`config.mk`:
```
export PLATFORM = sky130hd
export DESIGN_NAME = wildcard_string_matcher_unit
export DESIGN_NICKNAME = d
export VERILOG_FILES = /design/src/sv/wsm_pkg.sv /design/src/sv/wsm_pattern_store.sv /design/src/sv/wsm_row_update.sv /design/src/sv/wildcard_string_matcher_unit.sv
export SDC_FILE = /design/constraint.sdc
export NUM_CORES = 2
export LEC_CHECK = 0
export ABC_CLOCK_PERIOD_IN_PS = 4800
export BUFFER_PORTS_ARGS = -buffer_cell sky130_fd_sc_hd__buf_2
export CAP_MARGIN = 25
export CORE_AREA = 2 2 240 266
export DETAILED_ROUTE_END_ITERATION = 10
export DIE_AREA = 0 0 242 268
export GPL_ROUTABILITY_DRIVEN = 0
export PLACE_DENSITY_LB_ADDON = 0.08
export REMOVE_ABC_BUFFERS = 1
export SLEW_MARGIN = 10
export SYNTH_ARGS = -nofsm -noshare
export SYNTH_HDL_FRONTEND = slang
export SYNTH_SLANG_ARGS = --single-unit
```
`constraint.sdc`:
```
create_clock -name i_clk -period 4.8 [get_ports i_clk]
set_clock_uncertainty 0.15 [all_clocks]
set_input_delay 0.48 -clock i_clk [delete_from_list [all_inputs] [get_ports i_clk]]
set_output_delay 0.48 -clock i_clk [all_outputs]
set_load 0.05 [all_outputs]
```
`src/sv/wsm_pkg.sv`:
```
package wsm_pkg;

    localparam int PATTERN_MAX = 64;
    localparam int LEN_W       = $clog2(PATTERN_MAX + 1);
    localparam int IDX_W       = (PATTERN_MAX > 1) ? $clog2(PATTERN_MAX) : 1;

    localparam logic [7:0] STAR_BYTE  = 8'h2A;
    localparam logic [7:0] QMARK_BYTE = 8'h3F;

    typedef enum logic [1:0] {
        MODE_NEW     = 2'd0,
        MODE_APPEND  = 2'd1,
        MODE_SUBJECT = 2'd2,
        MODE_END     = 2'd3
    } t_mode;

    typedef logic [PATTERN_MAX-1:0]      t_row;
    typedef logic [PATTERN_MAX-1:0][7:0] t_pat_bytes;

    // Pattern store view handed to the datapath
    typedef struct packed {
        logic [LEN_W-1:0] len;
        logic             overflow;
        t_row             valid_mask;
        t_row             init_row;
    } t_pat_status;

endpackage

```
`src/sv/wsm_pattern_store.sv`:
```
module wsm_pattern_store (
    input  logic               i_clk,
    input  logic               i_rst_n,
    input  logic               i_commit,
    input  wsm_pkg::t_mode     i_mode,
    input  logic [7:0]         i_byte_value,
    output wsm_pkg::t_pat_bytes o_bytes,
    output wsm_pkg::t_pat_status o_status
);

    wsm_pkg::t_pat_bytes         r_bytes;
    logic [wsm_pkg::LEN_W-1:0]   r_len;
    logic                        r_overflow;
    wsm_pkg::t_row               r_valid;
    wsm_pkg::t_row               r_star;

    logic                        room;
    logic [wsm_pkg::IDX_W-1:0]   wr_idx;
    logic [wsm_pkg::IDX_W-1:0]   prev_idx;
    logic                        prev_star;
    logic                        do_write;

    assign room     = (r_len < wsm_pkg::LEN_W'(wsm_pkg::PATTERN_MAX));
    assign wr_idx   = r_len[wsm_pkg::IDX_W-1:0];
    assign prev_idx = wsm_pkg::IDX_W'(r_len - wsm_pkg::LEN_W'(1));
    // initial row bit j: pattern bytes 0..j are all stars
    assign prev_star = (r_len == '0) ? 1'b1 : r_star[prev_idx];
    assign do_write  = i_commit && (i_mode == wsm_pkg::MODE_APPEND) && room;

    always_ff @(posedge i_clk) begin
        if (do_write) begin
            r_bytes[wr_idx] <= i_byte_value;
        end
    end

    always_ff @(posedge i_clk) begin
        if (!i_rst_n) begin
            r_len      <= '0;
            r_overflow <= 1'b0;
            r_valid    <= '0;
            r_star     <= '0;
        end else if (i_commit) begin
            if (i_mode == wsm_pkg::MODE_NEW) begin
                r_len      <= '0;
                r_overflow <= 1'b0;
                r_valid    <= '0;
                r_star     <= '0;
            end else if (i_mode == wsm_pkg::MODE_APPEND) begin
                if (room) begin
                    r_len           <= r_len + wsm_pkg::LEN_W'(1);
                    r_valid[wr_idx] <= 1'b1;
                    r_star[wr_idx]  <= prev_star && (i_byte_value == wsm_pkg::STAR_BYTE);
                end else begin
                    r_overflow <= 1'b1;
                end
            end
        end
    end

    assign o_bytes             = r_bytes;
    assign o_status.len        = r_len;
    assign o_status.overflow   = r_overflow;
    assign o_status.valid_mask = r_valid;
    assign o_status.init_row   = r_star;

    a_len_bound: assert property (@(posedge i_clk) disable iff (!i_rst_n)
        r_len <= wsm_pkg::LEN_W'(wsm_pkg::PATTERN_MAX))
        else $error("pattern length beyond capacity");

    a_ovf_full: assert property (@(posedge i_clk) disable iff (!i_rst_n)
        r_overflow |-> (r_len == wsm_pkg::LEN_W'(wsm_pkg::PATTERN_MAX)))
        else $error("overflow flag set with room left");

    a_mask_len: assert property (@(posedge i_clk) disable iff (!i_rst_n)
        $countones(r_valid) == int'(r_len))
        else $error("valid mask out of step with length");

    a_star_in_mask: assert property (@(posedge i_clk) disable iff (!i_rst_n)
        (r_star & ~r_valid) == '0)
        else $error("initial row bit beyond pattern length");

endmodule

```
`src/sv/wsm_row_update.sv`:
```
module wsm_row_update (
    input  wsm_pkg::t_pat_bytes i_bytes,
    input  wsm_pkg::t_row       i_valid_mask,
    input  wsm_pkg::t_row       i_row,
    input  logic                i_empty,
    input  logic [7:0]          i_subject,
    output wsm_pkg::t_row       o_row
);

    wsm_pkg::t_row gen;
    wsm_pkg::t_row prop;
    wsm_pkg::t_row any;
    wsm_pkg::t_row sum;
    wsm_pkg::t_row carry;

    // Per lane: a literal or '?' takes the diagonal bit, a star keeps its
    // own bit (gen) and also passes a set bit from the lane below (prop).
    for (genvar j = 0; j < wsm_pkg::PATTERN_MAX; j++) begin : g_lane
        logic is_star;
        logic hit;
        logic diag;
        assign is_star = (i_bytes[j] == wsm_pkg::STAR_BYTE);
        assign hit     = (i_bytes[j] == wsm_pkg::QMARK_BYTE) || (i_bytes[j] == i_subject);
        if (j == 0) begin : g_first
            assign diag = i_empty;
        end else begin : g_rest
            assign diag = i_row[j-1];
        end
        assign gen[j]  = i_valid_mask[j] && (is_star ? i_row[j] : (hit && diag));
        assign prop[j] = i_valid_mask[j] && is_star;
    end

    // Star runs: carry chain of an add, the carry into each lane says a set
    // bit below reaches it through lanes that are set or are stars.
    assign any   = prop | gen;
    assign sum   = any + gen;
    assign carry = sum ^ any ^ gen;
    assign o_row = gen | (prop & carry);

endmodule

```
`src/sv/wildcard_string_matcher_unit.sv`:
```
// Glob matcher, '*' for any run of bytes and '?' for one byte. Each input
// transaction carries a mode: new pattern, append pattern byte, subject byte,
// or end of subject; only end of subject yields an output transaction with
// the match bit and the pattern overflow flag (pattern bytes past 64 are
// dropped). Any pattern transaction restarts the subject. One transaction is
// taken every cycle; a result is registered in the output register after its
// end-of-subject transaction has passed the input register, and the input
// stalls only when an end of subject meets a result register that is still
// full. The cycle time is set by the row update: a compare per pattern
// position followed by one 64-bit add that carries star runs.
module wildcard_string_matcher_unit (
    input  logic       i_clk,
    input  logic       i_rst_n,
    input  logic       i_valid,
    output logic       o_ready,
    input  logic [1:0] i_mode,
    input  logic [7:0] i_byte_value,
    output logic       o_valid,
    input  logic       i_ready,
    output logic       o_matched,
    output logic       o_pattern_overflow
);

    logic                  r_in_valid;
    wsm_pkg::t_mode        r_in_mode;
    logic [7:0]            r_in_byte;

    wsm_pkg::t_row         r_row;
    logic                  r_empty;

    logic                  r_out_valid;
    logic                  r_matched;
    logic                  r_ovf;

    wsm_pkg::t_pat_bytes   pat_bytes;
    wsm_pkg::t_pat_status  pat;
    wsm_pkg::t_row         cur_row;
    wsm_pkg::t_row         n_row;
    logic                  advance;
    logic                  commit;
    logic                  accept;
    logic                  n_matched;
    logic [wsm_pkg::IDX_W-1:0] last_idx;

    assign advance = !((r_in_mode == wsm_pkg::MODE_END) && r_out_valid && !i_ready);
    assign commit  = r_in_valid && advance;
    assign o_ready = !r_in_valid || advance;
    assign accept  = i_valid && o_ready;

    always_ff @(posedge i_clk) begin
        if (!i_rst_n) begin
            r_in_valid <= 1'b0;
            r_in_mode  <= wsm_pkg::MODE_NEW;
        end else if (accept) begin
            r_in_valid <= 1'b1;
            r_in_mode  <= wsm_pkg::t_mode'(i_mode);
        end else if (advance) begin
            r_in_valid <= 1'b0;
        end
    end

    always_ff @(posedge i_clk) begin
        if (accept) begin
            r_in_byte <= i_byte_value;
        end
    end

    wsm_pattern_store u_store (
        .i_clk        (i_clk),
        .i_rst_n      (i_rst_n),
        .i_commit     (commit),
        .i_mode       (r_in_mode),
        .i_byte_value (r_in_byte),
        .o_bytes      (pat_bytes),
        .o_status     (pat)
    );

    // Right after a restart the row is the all-star prefix of the pattern
    assign cur_row = r_empty ? pat.init_row : r_row;

    wsm_row_update u_row (
        .i_bytes      (pat_bytes),
        .i_valid_mask (pat.valid_mask),
        .i_row        (cur_row),
        .i_empty      (r_empty),
        .i_subject    (r_in_byte),
        .o_row        (n_row)
    );

    assign last_idx  = wsm_pkg::IDX_W'(pat.len - wsm_pkg::LEN_W'(1));
    assign n_matched = (pat.len == '0) ? r_empty : cur_row[last_idx];

    always_ff @(posedge i_clk) begin
        if (!i_rst_n) begin
            r_row   <= '0;
            r_empty <= 1'b1;
        end else if (commit) begin
            if (r_in_mode == wsm_pkg::MODE_SUBJECT) begin
                r_row   <= n_row;
                r_empty <= 1'b0;
            end else begin
                r_empty <= 1'b1;
            end
        end
    end

    always_ff @(posedge i_clk) begin
        if (!i_rst_n) begin
            r_out_valid <= 1'b0;
        end else if (commit && (r_in_mode == wsm_pkg::MODE_END)) begin
            r_out_valid <= 1'b1;
        end else if (i_ready) begin
            r_out_valid <= 1'b0;
        end
    end

    always_ff @(posedge i_clk) begin
        if (commit && (r_in_mode == wsm_pkg::MODE_END)) begin
            r_matched <= n_matched;
            r_ovf     <= pat.overflow;
        end
    end

    assign o_valid            = r_out_valid;
    assign o_matched          = r_matched;
    assign o_pattern_overflow = r_ovf;

    a_row_in_mask: assert property (@(posedge i_clk) disable iff (!i_rst_n)
        !r_empty |-> ((r_row & ~pat.valid_mask) == '0))
        else $error("match row bit beyond pattern length");

    a_end_held: assert property (@(posedge i_clk) disable iff (!i_rst_n)
        (r_in_valid && !advance) |=> (r_in_valid && (r_in_mode == wsm_pkg::MODE_END)))
        else $error("blocked end-of-subject transaction lost");

    a_out_held: assert property (@(posedge i_clk) disable iff (!i_rst_n)
        (o_valid && !i_ready) |=>
            (o_valid && $stable(o_matched) && $stable(o_pattern_overflow)))
        else $error("output transaction dropped or changed while waiting");

endmodule

```
==> flow_summary_export.csv <==
group,metric,value,unit
setup_path,cp-start-kind,"flip-flop",
sta,slew_headroom,23.7,%
synth,yosysTopAreaCell,"edfxtp_1",
sta,setup_violations,0,
routing,avgViaCountPerCell,6.82,
setup_path,cp.arrival,5140,ps
clocking,cts_tree,"yes",
floorplanning,coreArea,62000,um^2
sta,tightest_slew,1130,ps
synth,async_flop_share,0,%
global_route,track_usage,35.2,%
setup_path,worst-path-max-fanout,29,
synth,synth_cells,3737,
synth,ys_ff_latch,727,
finish,antenna_cells,0,
clocking,clkSlewWorstSetupHoldPaths,60,ps
finish,postLayoutCoreUtil,70.1,%
finish,fin_nets,3811,
global_route,grt_max_degree,85,
sta,finalCritPeriodShare,98.8,%
sta,hold_slack,15.2,ps
sta,slew_viol_final,0,
floorplanning,ios,18,
synth,synthTopCellsByArea,"edfxtp_1 40%, dfxtp_1 10%, xnor2_1 6.9%, xor2_1 4.6%, nor2_1 3.1%",
setup_path,worst_path_max_delay_cell,"o31ai_1",
routing,drt-pass1-iter-count,6,
clocking,clock-sinks,727,
floorplanning,num_rows,96,
global_route,grt_pass1_vias,30900,
setup_path,slowest_delay,630,ps
global_route,grt_overflow,0,
power,p_per_area,312,nW/um^2
synth,postSynthAreaPerCell,10.5,um^2
routing,detailroute.via_count,32000,
setup_path,critPathRequiredTime,5190,ps
floorplanning,die_area,64900,um^2
routing,drc,0,
sta,min_period,4740,ps
routing,ant_nets,0,
synth,synth_flop_cell,"edfxtp_1",
clocking,clk_path_buf_depth,3,
setup_path,criticalPathCategory,"flip-flop to flip-flop",
floorplanning,die_x,242,um
synth,synth_area,39400,um^2
sta,tns,0,ps
sta,rsz0062_at_grt,"no",
sta,finalHoldViolCount,0,
placed_design,hpwlAfterDp,79400,um
synth,synth.top_cell.area_share,39.8,%
setup_path,path_common_cell,"o31ai_1",
worst_hold_path,hp-class,"input pin to flip-flop",
clocking,cts_htree_levels,3,
outcome,status,"complete, no violations",
clocking,clk_latency,630,ps
placed_design,placed_cells,4540,
run,cap_viol_max_count,0,
clocking,clockRootBuffer,"clkbuf_16",
placed_design,io_buffers,17,
routing,wl,117000,um
power,ir_drop,0.000308,V
floorplanning,die_height,268,um
setup_path,crit_chain,"buf_12 -> buf_4 -> xnor2_1 -> nand4_1 -> o21ai_0 -> a21oi_1 -> o31ai_1 -> a2bb2oi_1 -> o31ai_1 -> a21oi_2 -> o32ai_2 -> a311oi_1 -> o211ai_1",
clocking,cts_buffers,75,
finish,drive_above_1_share,9.94,%
floorplanning,start_util,63.6,%
finish,syn_to_final_growth,10.2,%
sta,fmaxAchievable,211,MHz
global_route,grt_pass1_wl,178000,um
power,p_leak,14.0,nW
finish,layout.cells.non_filler,4687,
global_route,antenna_found_initial,2,
synth,yosysSeqAreaShare,50.2,%
routing,dr.first_iter.drc_count,3719,
synth,synth_edf_count,522,
setup_path,end_kind,"flip-flop",
synth,netlist-cell-type-count,113,
routing,wl_per_cell,24.9,um
synth,yosysWarnings,0,
[kinds of logic (layout without fill, tap and decap cells)]
kind of cell | count (synthesis) | after routing | share of synthesized area (%)
adder cells (fa/ha/maj) | 3 | 3 | 0.0952
buffers and inverters | 213 | 330 | 2.67
AO/OA/AOI/OAI | 658 | 658 | 10.9
XOR/XNOR | 519 | 519 | 11.5
multiplexers | 142 | 142 | 5.06
flip-flops | 727 | 727 | 50.2
AND/OR/NAND/NOR | 1475 | 1475 | 19.6
[repair_timing]
| action | CTS | global route |
|---|---|---|
| gates resized for setup | 0 | 5 |
| setup endpoints to repair | 0 | 6 |
| buffers inserted | 0 | 1 |
| hold buffers | 9 | 0 |
| endpoints found under the hold margin | 9 | 0 |
[stage by stage]
stage,instance area [um^2],setup slack [ps],power (mW)
after CTS,43400,111,13.6
final,43400,57.5,13.5
after global placement,40800,180,7.74
after detailed placement,40800,122,7.76
after global routing,43400,0.553,13.9
after floorplan,38600,-1530,7.48
[cell usage after synthesis (61+ instances only)]
cell	instances
o21ai_0	179
nor3_1	97
edfxtp_1	522
nor2_1	330
xnor2_1	311
nand4_1	131
clkbuf_1	79
dfxtp_1	205
and3_1	61
mux2i_1	65
nand3_1	229
nand2_1	248
nor4_1	96
a21oi_1	138
xor2_1	208
[layout make-up]
type / instances / area [um^2]
fillers: 4532 / 18600
flip-flops and latches: 727 / 19800
well taps: 833 / 1040
clock inverters: 41 / 408
clock buffers: 96 / 2060
repair buffers: 140 / 1270
multi-input cells: 2797 / 18700
inverters: 53 / 199
[power by group]
part	switching [mW]	leakage [nW]	total, mW	internal, mW
registers	0.0259	6.35	6.80	6.77
logic	0.557	6.41	0.853	0.296
clock network	2.47	1.20	5.89	3.42
total	3.06	14.0	13.5	10.5
[sequential cells by signal (all words and copies together), names as in the netlist]
| name | cells |
|---|---|
| r_empty | 1 |
| r_row | 64 |
| r_in_byte | 8 |
| u_store.r_valid | 64 |
| u_store.r_overflow | 1 |
| u_store.r_star | 64 |
| u_store.r_len | 7 |
| r_in_valid | 1 |
| o_matched | 1 |
| r_in_mode | 2 |
| o_pattern_overflow | 1 |
| u_store.o_bytes | 512 |
| o_valid | 1 |
[final timing paths]
check / start / end / slack (ps) / cells past startpoint
max: r_in_byte[1] / r_row[57] / 60 / 13
min: i_mode[1] / r_in_mode[1] / 20 / 3
max reg2reg: r_in_byte[1] / r_row[57] / 60 / 13
min reg2reg: r_row[22] / r_row[22] / 330 / 2
[critical path, delay by kind of cell, from the launching register on]
family          cells  cell delay (ps)
compound gates      9             3270
xor+xnor            1              180
simple gates        1              120
flops               1              490
buf+inv             2              420
[cell usage in the layout (no fill, tap or decap), drive strengths merged, types with 40 or more instances in the layout]
master and n:
and2 55, nand2 249, or3 44, xor2 208
inv 54, nor2 332, nand3 229, a31oi 53
a21oi 140, o21ai 193, xnor2 311, dfxtp 205
clkbuf 96, buf 131, nand4 132, mux2i 69
edfxtp 522, and3 61, nor3 99, mux4 40
nor4 98
[metal layers]
| metal | GRT usage (%) | vias up | wire, um |
|---|---|---|---|
| li1 | - | 14100 | - |
| met1 | 44.6 | 15500 | 44500 |
| met2 | 56.8 | 1902 | 52900 |
| met3 | 6.40 | 484 | 11700 |
| met4 | 21.6 | 2 | 7700 |
| met5 | 0 | - | 11 |
No activity file was read; power rests on OpenSTA's default activity.
